$ cat config.mk
export PLATFORM = sky130hd
export DESIGN_NAME = ifs_cmp
export DESIGN_NICKNAME = d
export VERILOG_FILES = /design/src/rtl/ifs_pkg.sv /design/src/rtl/ifs_cmp.sv
export SDC_FILE = /design/constraint.sdc
export NUM_CORES = 1
export LEC_CHECK = 0
export ABC_CLOCK_PERIOD_IN_PS = 1500
export BUFFER_PORTS_ARGS = -buffer_cell sky130_fd_sc_hd__buf_2
export CORE_UTILIZATION = 30
export DETAILED_ROUTE_END_ITERATION = 10
export MAX_ROUTING_LAYER = met4
export PLACE_DENSITY_LB_ADDON = 0.12
export SETUP_SLACK_MARGIN = 0.1
export SYNTH_ARGS = -nofsm -noshare
export SYNTH_HDL_FRONTEND = slang
export SYNTH_SLANG_ARGS = --single-unit
$ cat constraint.sdc
create_clock -name vclk -period 1.5
set_input_delay 0.075 -clock vclk [all_inputs]
set_output_delay 0.075 -clock vclk [all_outputs]
set_load 0.1 [all_outputs]
$ cat src/rtl/ifs_pkg.sv
// ifs_pkg: shared codes and types for the identifier allocator
// request modes, status codes and the compare unit's request and result structs
// no dependencies
package ifs_pkg;

  localparam logic [1:0] MODE_ALLOC = 2'd0;
  localparam logic [1:0] MODE_FREE  = 2'd1;
  localparam logic [1:0] MODE_CHECK = 2'd2;
  localparam logic [1:0] MODE_CLEAR = 2'd3;

  localparam logic [1:0] ST_OK        = 2'd0;
  localparam logic [1:0] ST_EXHAUSTED = 2'd1;
  localparam logic [1:0] ST_IGNORED   = 2'd2;
  localparam logic [1:0] ST_FULL      = 2'd3;

  // operands are 33 bits so a carried-out candidate id compares correctly
  typedef struct packed {
    logic [32:0] a;
    logic [32:0] b;
  } cmp_req_t;

  typedef struct packed {
    logic eq;
    logic lt;
  } cmp_res_t;

endpackage

$ cat src/rtl/ifs_cmp.sv
// ifs_cmp: shared 33-bit magnitude and equality compare unit
// depends on ifs_pkg for the request and result structs
module ifs_cmp (
  input  ifs_pkg::cmp_req_t req,
  output ifs_pkg::cmp_res_t res
);

  import ifs_pkg::*;

  assign res.eq = (req.a == req.b);
  assign res.lt = (req.a < req.b);

endmodule

==> tab_implementation.tex, run 1 <==
\begin{tabular}{lr}
\hline
Metric & Value \\
\hline
\multicolumn{2}{l}{\textbf{Run status}} \\
\quad Result of the run & finished with violations \\
\quad Violated checks & setup timing \\
\multicolumn{2}{l}{\textbf{Logic synthesis}} \\
\quad Post-Synthesis Cell Area & 841 µm² \\
\quad Net count of the mapped netlist & 216 \\
\quad Mean cell area of the mapped netlist & 7.19 µm² \\
\quad Number of distinct library cells after synthesis & 17 \\
\quad Instance count of the mapped netlist & 117 \\
\quad Number of warning messages in the yosys log & 0 \\
\quad Part of the Yosys area used for sequential elements & 0 \\
\multicolumn{2}{l}{\textbf{CTS}} \\
\quad Number of hold-repair buffers added at the cts stage & 0 \\
\multicolumn{2}{l}{\textbf{Final layout}} \\
\quad Number of clock buffer instances in the layout & 0 \\
\quad Filler instances & 210 \\
\quad Layout overhead on the synthesized area & 119\% \\
\quad FF+latch count & 0 \\
\quad Fraction of layout cells with a size suffix above 1 & 0.699 \\
\quad Number of antenna repair diodes & 0 \\
\quad Layout net count & 294 \\
\quad Area of the multi-input gates & 1070 µm² \\
\quad Sequential cell area in the final layout & 0 µm² \\
\multicolumn{2}{l}{\textbf{Floorplanning}} \\
\quad Top-level port count & 68 \\
\quad Horizontal die dimension & 54.9 µm \\
\quad Die height & 54.9 µm \\
\quad Die outline area & 3020 µm² \\
\quad Area of the placeable core & 2570 µm² \\
\quad Initial core utilization & 0.327 \\
\quad Standard-cell row count & 18 \\
\multicolumn{2}{l}{\textbf{Worst setup path}} \\
\quad Logic depth of the worst path, buffers included & 8 \\
\quad Data required time of the critical path & 1420 ps \\
\quad Cell breakdown of the critical path & buf\_2 -> ha\_1 -> nand4\_1 -> nor3\_2 -> a221o\_1 -> o31a\_1 -> a211oi\_4 -> buf\_12 \\
\quad Dominant delay contributor by cell family on the critical path & compound AO/OA/AOI/OAI gates \\
\quad CP max stage delay & 320 ps \\
\quad Endpoint kind of the worst setup timing path & output pin \\
\quad Worst setup path endpoint & res[0] \\
\quad Slowest stage cell on the critical path & sky130\_fd\_sc\_hd\_\_a221o\_1 \\
\quad Peak fanout along the critical path & 2 \\
\quad Startpoint class of the critical path & primary input \\
\quad Worst setup path startpoint & req[38] \\
\quad Data arrival at the endpoint of the critical path & 1620 ps \\
\quad Worst path bufs/invs & 2 \\
\quad Start-to-end type of the worst setup path & in2out \\
\multicolumn{2}{l}{\textbf{Pwr}} \\
\quad Power per unit of standard cell area & 272 nW/µm² \\
\quad Peak supply drop & 0.000199 V \\
\quad Pwr Total & 501 µW \\
\quad Static Leakage & 0.894 nW \\
\multicolumn{2}{l}{\textbf{Placed design}} \\
\quad Worst-case setup slack after placement & -325 ps \\
\quad Estimated wirelength of the detail-placed design & 2150 µm \\
\quad Weighted congestion at the end of routability-driven global placement & 0.790 \\
\quad IO buf count & 68 \\
\multicolumn{2}{l}{\textbf{GRT}} \\
\quad Total track usage & 0.173 \\
\quad Residual overflow from global routing & 0 \\
\quad Vias in the first global route & 988 \\
\quad First-pass GRT wire length & 3800 µm \\
\quad Pin count of the biggest net entering global routing & 4 \\
\quad Initial antenna violation count & 0 \\
\multicolumn{2}{l}{\textbf{STA}} \\
\quad Pin slew with the least headroom to its limit & 354 ps \\
\quad Post-layout minimum cycle time & 1700 ps \\
\quad Worst Setup Slack, final & -199 ps \\
\quad Number of slew-limit violations in the final report & 0 \\
\quad Highest clock frequency the design can meet & 0.589 GHz \\
\quad Setup violators final & 2 \\
\quad Setup repair after global routing missed its margin & true \\
\quad Period utilization & 1.13 \\
\quad Tightest slew margin relative to the limit & 0.762 \\
\quad Hold Fails Final Rpt & 0 \\
\multicolumn{2}{l}{\textbf{Job}} \\
\quad Count of max-cap constraint violations & 0 \\
\multicolumn{2}{l}{\textbf{Routing}} \\
\quad Routed WL per cell & 11.7 µm \\
\quad Total wire length after detailed routing & 2610 µm \\
\quad Routed vias & 1071 \\
\quad Initial detailed-routing violation count & 3 \\
\quad Vias per inst & 4.80 \\
\quad Pre-antenna DRT Iters & 2 \\
\quad DRC Markers & 0 \\
\quad Antenna Nets Post-Route & 0 \\
\multicolumn{2}{l}{\textbf{Hold path}} \\
\quad Worst Hold Path Cells & 6 \\
\quad Type of the worst min-delay path & in2out \\
\hline
\end{tabular}
==> kinds of logic after synthesis <==
family	after synthesis	share of synthesized area
AOI/OAI and AO/OA	27	0.198
buffers and inverters	34	0.152
and+or+nand+nor	23	0.159
adders and majority gates	33	0.491
==> cell usage after synthesis <==
master | count | share of area
sky130_fd_sc_hd__o21ai_0 | 4 | 0.024
sky130_fd_sc_hd__nand4_1 | 5 | 0.037
sky130_fd_sc_hd__a21o_1 | 4 | 0.036
sky130_fd_sc_hd__a211oi_1 | 2 | 0.018
sky130_fd_sc_hd__nand2_1 | 6 | 0.027
sky130_fd_sc_hd__o21ai_1 | 1 | 0.0059
sky130_fd_sc_hd__nor2_1 | 3 | 0.013
sky130_fd_sc_hd__and4_1 | 3 | 0.031
sky130_fd_sc_hd__a221o_1 | 1 | 0.012
sky130_fd_sc_hd__a21oi_1 | 13 | 0.077
sky130_fd_sc_hd__and4bb_2 | 1 | 0.015
sky130_fd_sc_hd__inv_1 | 34 | 0.15
sky130_fd_sc_hd__a211oi_2 | 1 | 0.015
sky130_fd_sc_hd__ha_1 | 33 | 0.49
sky130_fd_sc_hd__nand3_1 | 4 | 0.024
sky130_fd_sc_hd__nor3_2 | 1 | 0.012
sky130_fd_sc_hd__o31a_1 | 1 | 0.010
==> routing by layer <==
layer / vias to the layer above / track usage / routed length, µm
li1: 559 / - / -
met2: 32 / 0.378 / 1520
met5: - / - / 0
met3: 0 / 0 / 111
met1: 480 / 0.178 / 978
met4: 0 / 0 / 0
==> placed cells by master (no fill, tap or decap), drive strengths merged, types with 3 or more instances in the layout <==
cell	count
buf	76
inv	34
ha	33
a21oi	13
nand2	6
nand4	5
o21ai	5
a21o	4
nand3	4
and4	3
nor2	3
a211oi	3
==> how the worst min path moves through the flow <==
stage	startpoint	end	slack, ps
finish	req[65]	res[0]	670
global route	req[65]	res[0]	680
global placement	req[0]	res[1]	700
CTS	req[65]	res[0]	670
detailed placement	req[0]	res[1]	720
floorplan	req[0]	res[1]	560
==> metrics by stage <==
stage               TNS [ps]  hold WS, ps  area, µm²   util  instances
floorplan               -553          563       1040      -        117
global placement        -352          704       1500  0.583        222
detailed placement      -439          723       1500  0.583        222
CTS                     -225          666       1830  0.712        223
global route            -378          676       1840  0.717        223
finish                  -213          665       1840  0.717        223
==> layout make-up <==
type               instances  share of cell area
multi-input cells         83               0.583
repair buffers            76               0.320
inverters                 34              0.0775
well taps                 30              0.0204
==> where the power goes <==
part	switching (mW)	internal [mW]
combinational	0.219	0.282
sequential	0	0
clock	0	0
==> timing repair <==
item / in CTS / in global routing
setup endpoints to repair: 2 / 2
endpoints found under the hold margin: 0 / 0
setup buffers: 1 / 1
gates resized for setup: 54 / 3
pin swaps: 30 / 4
No activity file was read; power rests on OpenSTA's default activity.
==> run 2: changes to the inputs <==
ABC_CLOCK_PERIOD_IN_PS = 1700   (was 1500)
clock period = 1.7 ns   (was 1.5 ns; I/O delays follow)
==> tab_implementation.tex, run 2 (synthesis results as in run 1) <==
\begin{tabular}{lr}
\hline
Metric & Value \\
\hline
\multicolumn{2}{l}{\textbf{Worst setup path}} \\
\quad Startpoint class of the critical path & primary input \\
\quad Worst path bufs/invs & 2 (unchanged) \\
\quad CP max stage delay & 300 ps (-20 ps) \\
\quad Logic depth of the worst path, buffers included & 8 (unchanged) \\
\quad Data arrival at the endpoint of the critical path & 1640 ps (+20 ps) \\
\quad Dominant delay contributor by cell family on the critical path & compound AO/OA/AOI/OAI gates \\
\quad Slowest stage cell on the critical path & sky130\_fd\_sc\_hd\_\_a221o\_1 \\
\quad Peak fanout along the critical path & 2 (unchanged) \\
\quad Data required time of the critical path & 1620 ps (+200 ps) \\
\quad Cell breakdown of the critical path & buf\_2 -> ha\_4 -> a21oi\_4 -> o21ai\_2 -> a221o\_1 -> o31a\_1 -> a211oi\_4 -> buf\_12 \\
\quad Start-to-end type of the worst setup path & in2out \\
\quad Endpoint kind of the worst setup timing path & output pin \\
\multicolumn{2}{l}{\textbf{Hold path}} \\
\quad Worst hold path endpoint & res[1] \\
\quad Worst Hold Path Cells & 5 (-1) \\
\quad Type of the worst min-delay path & in2out \\
\quad Hold wc startpoint & req[0] \\
\multicolumn{2}{l}{\textbf{STA}} \\
\quad Post-layout minimum cycle time & 1730 ps \\
\quad Final total negative setup slack & -27.4 ps (+186 ps) \\
\quad Setup violators final & 1 (-1) \\
\quad Pin slew with the least headroom to its limit & 332 ps (-21.7 ps) \\
\quad Tightest slew margin relative to the limit & 0.776 (+0.0146) \\
\quad Worst hold margin & 709 ps (+44.1 ps) \\
\quad Setup repair after global routing missed its margin & true \\
\quad Worst Setup Slack, final & -27.4 ps (+172 ps) \\
\quad Period utilization & 1.02 \\
\quad Hold Fails Final Rpt & 0 (unchanged) \\
\quad Highest clock frequency the design can meet & 0.579 GHz \\
\quad Number of slew-limit violations in the final report & 0 (unchanged) \\
\multicolumn{2}{l}{\textbf{Floorplanning}} \\
\quad Initial core utilization & 0.327 (unchanged) \\
\quad Die outline area & 3020 µm² (unchanged) \\
\quad Die height & 54.9 µm (unchanged) \\
\quad Standard-cell row count & 18 (unchanged) \\
\quad Area of the placeable core & 2570 µm² (unchanged) \\
\quad Horizontal die dimension & 54.9 µm (unchanged) \\
\quad Top-level port count & 68 (unchanged) \\
\multicolumn{2}{l}{\textbf{Final layout}} \\
\quad Commonest cells after routing, fill and taps aside & 48 x sky130\_fd\_sc\_hd\_\_buf\_2, 27 x sky130\_fd\_sc\_hd\_\_ha\_4, 18 x sky130\_fd\_sc\_hd\_\_buf\_6 \\
\quad Non-Filler Cell Area, Final & 1830 µm² (-0.68\%) \\
\quad FF+latch count & 0 (unchanged) \\
\quad Fraction of layout cells with a size suffix above 1 & 0.693 (-0.00677) \\
\quad Sequential cell area in the final layout & 0 µm² (unchanged) \\
\quad Area of the multi-input gates & 1110 µm² (+3.3\%) \\
\quad Number of antenna repair diodes & 0 (unchanged) \\
\quad Filler instances & 201 (-4.3\%) \\
\quad Layout overhead on the synthesized area & 117\% \\
\quad Commonest non-fill, non-tap cell in the layout & sky130\_fd\_sc\_hd\_\_buf\_2 \\
\quad Number of clock buffer instances in the layout & 0 (unchanged) \\
\quad Layout net count & 293 (-0.34\%) \\
\multicolumn{2}{l}{\textbf{Job}} \\
\quad Count of max-cap constraint violations & 0 (unchanged) \\
\multicolumn{2}{l}{\textbf{GRT}} \\
\quad First-pass GRT wire length & 3530 µm (-7.1\%) \\
\quad Met3 layer usage reported by global route & 0.00546 (+0.00546) \\
\quad Residual overflow from global routing & 0 (unchanged) \\
\quad Vias in the first global route & 933 (-5.6\%) \\
\quad Met1 track utilization from global routing & 0.183 (+0.00545) \\
\quad Met2 demand-to-capacity share in global routing & 0.305 (-0.0723) \\
\quad Pin count of the biggest net entering global routing & 4 (unchanged) \\
\quad Busiest grt layer & met2 \\
\quad Total track usage & 0.157 (-0.0161) \\
\quad Initial antenna violation count & 0 (unchanged) \\
\multicolumn{2}{l}{\textbf{Routing}} \\
\quad Vias per inst & 4.88 (+1.6\%) \\
\quad Routed WL per cell & 12.0 µm (+3.0\%) \\
\quad Antenna Nets Post-Route & 0 (unchanged) \\
\quad DRC Markers & 0 (unchanged) \\
\quad Total wire length after detailed routing & 2670 µm (+2.5\%) \\
\quad Pre-antenna DRT Iters & 4 (+2) \\
\quad Initial detailed-routing violation count & 12 (+9) \\
\quad Routed vias & 1083 (+1.1\%) \\
\multicolumn{2}{l}{\textbf{Run status}} \\
\quad Result of the run & finished with violations \\
\quad Violated checks & setup timing \\
\multicolumn{2}{l}{\textbf{Pwr}} \\
\quad Static Leakage & 0.883 nW (-1.2\%) \\
\quad Peak supply drop & 0.000167 V (-16\%) \\
\quad Power per unit of standard cell area & 241 nW/µm² (-11\%) \\
\multicolumn{2}{l}{\textbf{Placed design}} \\
\quad Worst-case setup slack after placement & -133 ps (+192 ps) \\
\quad Estimated wirelength of the detail-placed design & 2100 µm (-2.5\%) \\
\quad IO buf count & 68 (unchanged) \\
\quad Cell area reported after detailed placement & 1480 µm² (-1.0\%) \\
\quad Weighted congestion at the end of routability-driven global placement & 0.771 (-2.4\%) \\
\multicolumn{2}{l}{\textbf{CTS}} \\
\quad Number of hold-repair buffers added at the cts stage & 0 (unchanged) \\
\hline
\end{tabular}
[run 2: cell count changes in the layout (fill, tap and decap cells not counted), moves of 2 or more]
cell | before | now
sky130_fd_sc_hd__inv_2 | 18 | 15
sky130_fd_sc_hd__inv_1 | 10 | 14
sky130_fd_sc_hd__buf_2 | 42 | 48
sky130_fd_sc_hd__a21oi_2 | 4 | 2
sky130_fd_sc_hd__ha_1 | 8 | 6
sky130_fd_sc_hd__buf_6 | 24 | 18
sky130_fd_sc_hd__ha_4 | 25 | 27
[run 2: stage by stage]
step	std cells	utilization	power (mW)
after floorplan	117	-	0.196
after global placement	220	0.577	0.333
after detailed placement	220	0.577	0.348
after CTS	222	0.600	0.363
after global routing	222	0.712	0.494
final	222	0.712	0.441
[run 2: power by group]
group	internal [mW]	switching (mW)
Sequential	0	0
Combinational	0.243	0.197
Clock	0	0
[run 2: how the worst max path moves through the flow]
stage / slack [ps] / to / startpoint
after floorplan: -360 / res[0] / req[35]
after global placement: -110 / res[0] / req[37]
after detailed placement: -130 / res[0] / req[35]
after CTS: -10 / res[0] / req[15]
after global routing: -70 / res[0] / req[12]
final: -30 / res[0] / req[35]
[run 2: per-layer routing]
metal  vias up  wire (µm)  part of all wire
met3         2        129             0.048
met4         0         16            0.0060
met5         -          0                 0
met1       484        995              0.37
li1        559          -                 -
met2        38       1530              0.57
[run 2: layout make-up]
type | count | area share
repair buffers | 75 | 0.297
well taps | 30 | 0.0205
inverters | 34 | 0.0767
multi-input cells | 83 | 0.606
[run 2: repair_timing]
action	CTS	global route
gates resized for setup	9	41
buffers inserted	2	0
pin swaps	13	21
endpoints found under the setup margin	2	2
==> run 3: changes to the inputs <==
CELL_PAD_IN_SITES_DETAIL_PLACEMENT = 0   (was unset)
CELL_PAD_IN_SITES_GLOBAL_PLACEMENT = 2   (was unset)
CORE_UTILIZATION = 20   (was 30)
==> tab_implementation.tex, run 3 (synthesis results as in run 1) <==
\begin{tabular}{lr}
\hline
Metric & Value \\
\hline
\multicolumn{2}{l}{\textbf{Run status}} \\
\quad Result of the run & finished with violations \\
\quad Violated checks & setup timing \\
\multicolumn{2}{l}{\textbf{STA}} \\
\quad Setup violators final & 1 (unchanged) \\
\quad Final total negative setup slack & -41.6 ps (-14.2 ps) \\
\quad Worst hold margin & 701 ps (-8.49 ps) \\
\quad Setup repair after global routing missed its margin & true \\
\quad Number of slew-limit violations in the final report & 0 (unchanged) \\
\quad Period utilization & 1.02 (+0.00835) \\
\quad Tightest slew margin relative to the limit & 0.819 (+0.0422) \\
\quad Highest clock frequency the design can meet & 0.574 GHz (-0.81\%) \\
\quad Post-layout minimum cycle time & 1740 ps (+14.2 ps) \\
\quad Worst Setup Slack, final & -41.6 ps (-14.2 ps) \\
\quad Pin slew with the least headroom to its limit & 271 ps (-61.4 ps) \\
\quad Hold Fails Final Rpt & 0 (unchanged) \\
\multicolumn{2}{l}{\textbf{Final layout}} \\
\quad Layout net count & 292 (-0.34\%) \\
\quad Layout overhead on the synthesized area & 124\% \\
\quad Commonest cells after routing, fill and taps aside & 39 x sky130\_fd\_sc\_hd\_\_buf\_2, 28 x sky130\_fd\_sc\_hd\_\_buf\_6, 27 x sky130\_fd\_sc\_hd\_\_ha\_4 \\
\quad Filler instances & 408 (+100\%) \\
\quad Number of clock buffer instances in the layout & 0 (unchanged) \\
\quad FF+latch count & 0 (unchanged) \\
\quad Number of antenna repair diodes & 0 (unchanged) \\
\quad Fraction of layout cells with a size suffix above 1 & 0.717 (+0.0246) \\
\quad Sequential cell area in the final layout & 0 µm² (unchanged) \\
\quad Commonest non-fill, non-tap cell in the layout & sky130\_fd\_sc\_hd\_\_buf\_2 \\
\multicolumn{2}{l}{\textbf{Worst setup path}} \\
\quad Data arrival at the endpoint of the critical path & 1660 ps (+20 ps) \\
\quad Start-to-end type of the worst setup path & in2out \\
\quad Data required time of the critical path & 1620 ps (about the same) \\
\quad Startpoint class of the critical path & primary input \\
\quad Endpoint kind of the worst setup timing path & output pin \\
\quad Peak fanout along the critical path & 2 (unchanged) \\
\multicolumn{2}{l}{\textbf{Routing}} \\
\quad Vias per inst & 4.39 (-10\%) \\
\quad DRC Markers & 0 (unchanged) \\
\quad Routed vias & 1058 (-2.3\%) \\
\quad Total wire length after detailed routing & 2620 µm (-1.9\%) \\
\quad Initial detailed-routing violation count & 9 (-3) \\
\quad Pre-antenna DRT Iters & 4 (unchanged) \\
\quad Routed WL per cell & 10.9 µm (-9.6\%) \\
\quad Antenna Nets Post-Route & 0 (unchanged) \\
\multicolumn{2}{l}{\textbf{GRT}} \\
\quad Pin count of the biggest net entering global routing & 4 (unchanged) \\
\quad First-pass GRT wire length & 3770 µm (+6.9\%) \\
\quad Vias in the first global route & 1020 (+9.3\%) \\
\quad Initial antenna violation count & 0 (unchanged) \\
\quad Total track usage & 0.105 (-0.0516) \\
\quad Residual overflow from global routing & 0 (unchanged) \\
\multicolumn{2}{l}{\textbf{Floorplanning}} \\
\quad Die height & 66.8 µm (+22\%) \\
\quad Die outline area & 4470 µm² (+48\%) \\
\quad Horizontal die dimension & 66.8 µm (+22\%) \\
\quad Top-level port count & 68 (unchanged) \\
\quad Standard-cell row count & 23 (+5) \\
\quad Initial core utilization & 0.209 (-0.119) \\
\quad Area of the placeable core & 4030 µm² (+57\%) \\
\multicolumn{2}{l}{\textbf{Hold path}} \\
\quad Type of the worst min-delay path & in2out \\
\multicolumn{2}{l}{\textbf{Pwr}} \\
\quad Sequential cell fraction of total power & 0 (unchanged) \\
\quad Clock share of power & 0 (unchanged) \\
\quad Static Leakage & 0.885 nW (+0.19\%) \\
\quad Net load switching power & 190 µW (-3.8\%) \\
\quad Pwr Total & 436 µW (-1.1\%) \\
\quad Share of total power in combinational logic & 1.000 (about the same) \\
\quad Peak supply drop & 0.0000730 V (-56\%) \\
\quad Internal power & 246 µW (+0.99\%) \\
\quad Switching fraction of total power & 0.436 (-0.0119) \\
\quad Power per unit of standard cell area & 231 nW/µm² (-4.1\%) \\
\multicolumn{2}{l}{\textbf{Placed design}} \\
\quad IO buf count & 68 (unchanged) \\
\quad Weighted congestion at the end of routability-driven global placement & 0.685 (-11\%) \\
\quad Worst-case setup slack after placement & -162 ps (-28.8 ps) \\
\quad Estimated wirelength of the detail-placed design & 2140 µm (+1.7\%) \\
\multicolumn{2}{l}{\textbf{Job}} \\
\quad Count of max-cap constraint violations & 0 (unchanged) \\
\multicolumn{2}{l}{\textbf{CTS}} \\
\quad Number of hold-repair buffers added at the cts stage & 0 (unchanged) \\
\hline
\end{tabular}
-- run 3: cell count changes in the layout (fill, tap and decap cells not counted), moves of 2 or more --
cell | before | now
sky130_fd_sc_hd__o21ai_1 | 0 | 2
sky130_fd_sc_hd__inv_1 | 14 | 7
sky130_fd_sc_hd__inv_2 | 15 | 22
sky130_fd_sc_hd__buf_6 | 18 | 28
sky130_fd_sc_hd__buf_2 | 48 | 39
-- run 3: routing by layer --
metal,global-route usage,part of all wire,vias to the layer above
met2,0.227,0.58,32
li1,-,-,555
met5,-,0,-
met1,0.107,0.37,471
met4,0,0,0
met3,0.00514,0.050,0
-- run 3: final timing paths --
| kind | start | endpoint | slack (ps) | cells past startpoint |
|---|---|---|---|---|
| min | req[0] | res[1] | 700 | 5 |
| max | req[47] | res[0] | -40 | 8 |
-- run 3: power by group through the flow --
stage               clock, mW  sequential, mW  combinational [mW]
floorplan                   0               0               0.196
global placement            0               0               0.340
detailed placement          0               0               0.349
CTS                         0               0               0.355
global route                0               0               0.495
finish                      0               0               0.436
-- run 3: stage by stage --
stage / util / cell area, µm² / cells
CTS: 0.378 / 1520 / 241
detailed placement: 0.376 / 1520 / 241
floorplan: - / 1040 / 117
global route: 0.468 / 1880 / 241
finish: 0.468 / 1880 / 241
global placement: 0.376 / 1520 / 241
-- run 3: final cells by class --
class / count / area [µm²] / area share
Timing Repair Buffer: 74 / 588 / 0.312
Multi-Input combinational cell: 83 / 1090 / 0.580
Inverter: 34 / 140 / 0.0744
Tap cell: 50 / 62.6 / 0.0332
-- run 3: timing repair --
item,CTS,global route
setup endpoints to repair,1,2
endpoints found under the hold margin,0,0
resized for setup,5,58
buffers inserted,0,1
pin swaps,9,25
-- run 3: worst max-delay path, stage by stage --
cell and delay (ps):
sky130_fd_sc_hd__buf_2 120, sky130_fd_sc_hd__ha_4 230, sky130_fd_sc_hd__nand4_1 130, sky130_fd_sc_hd__nor3_2 60, sky130_fd_sc_hd__a221o_1 320, sky130_fd_sc_hd__o31a_1 270, sky130_fd_sc_hd__a211oi_4 220, sky130_fd_sc_hd__buf_12 210
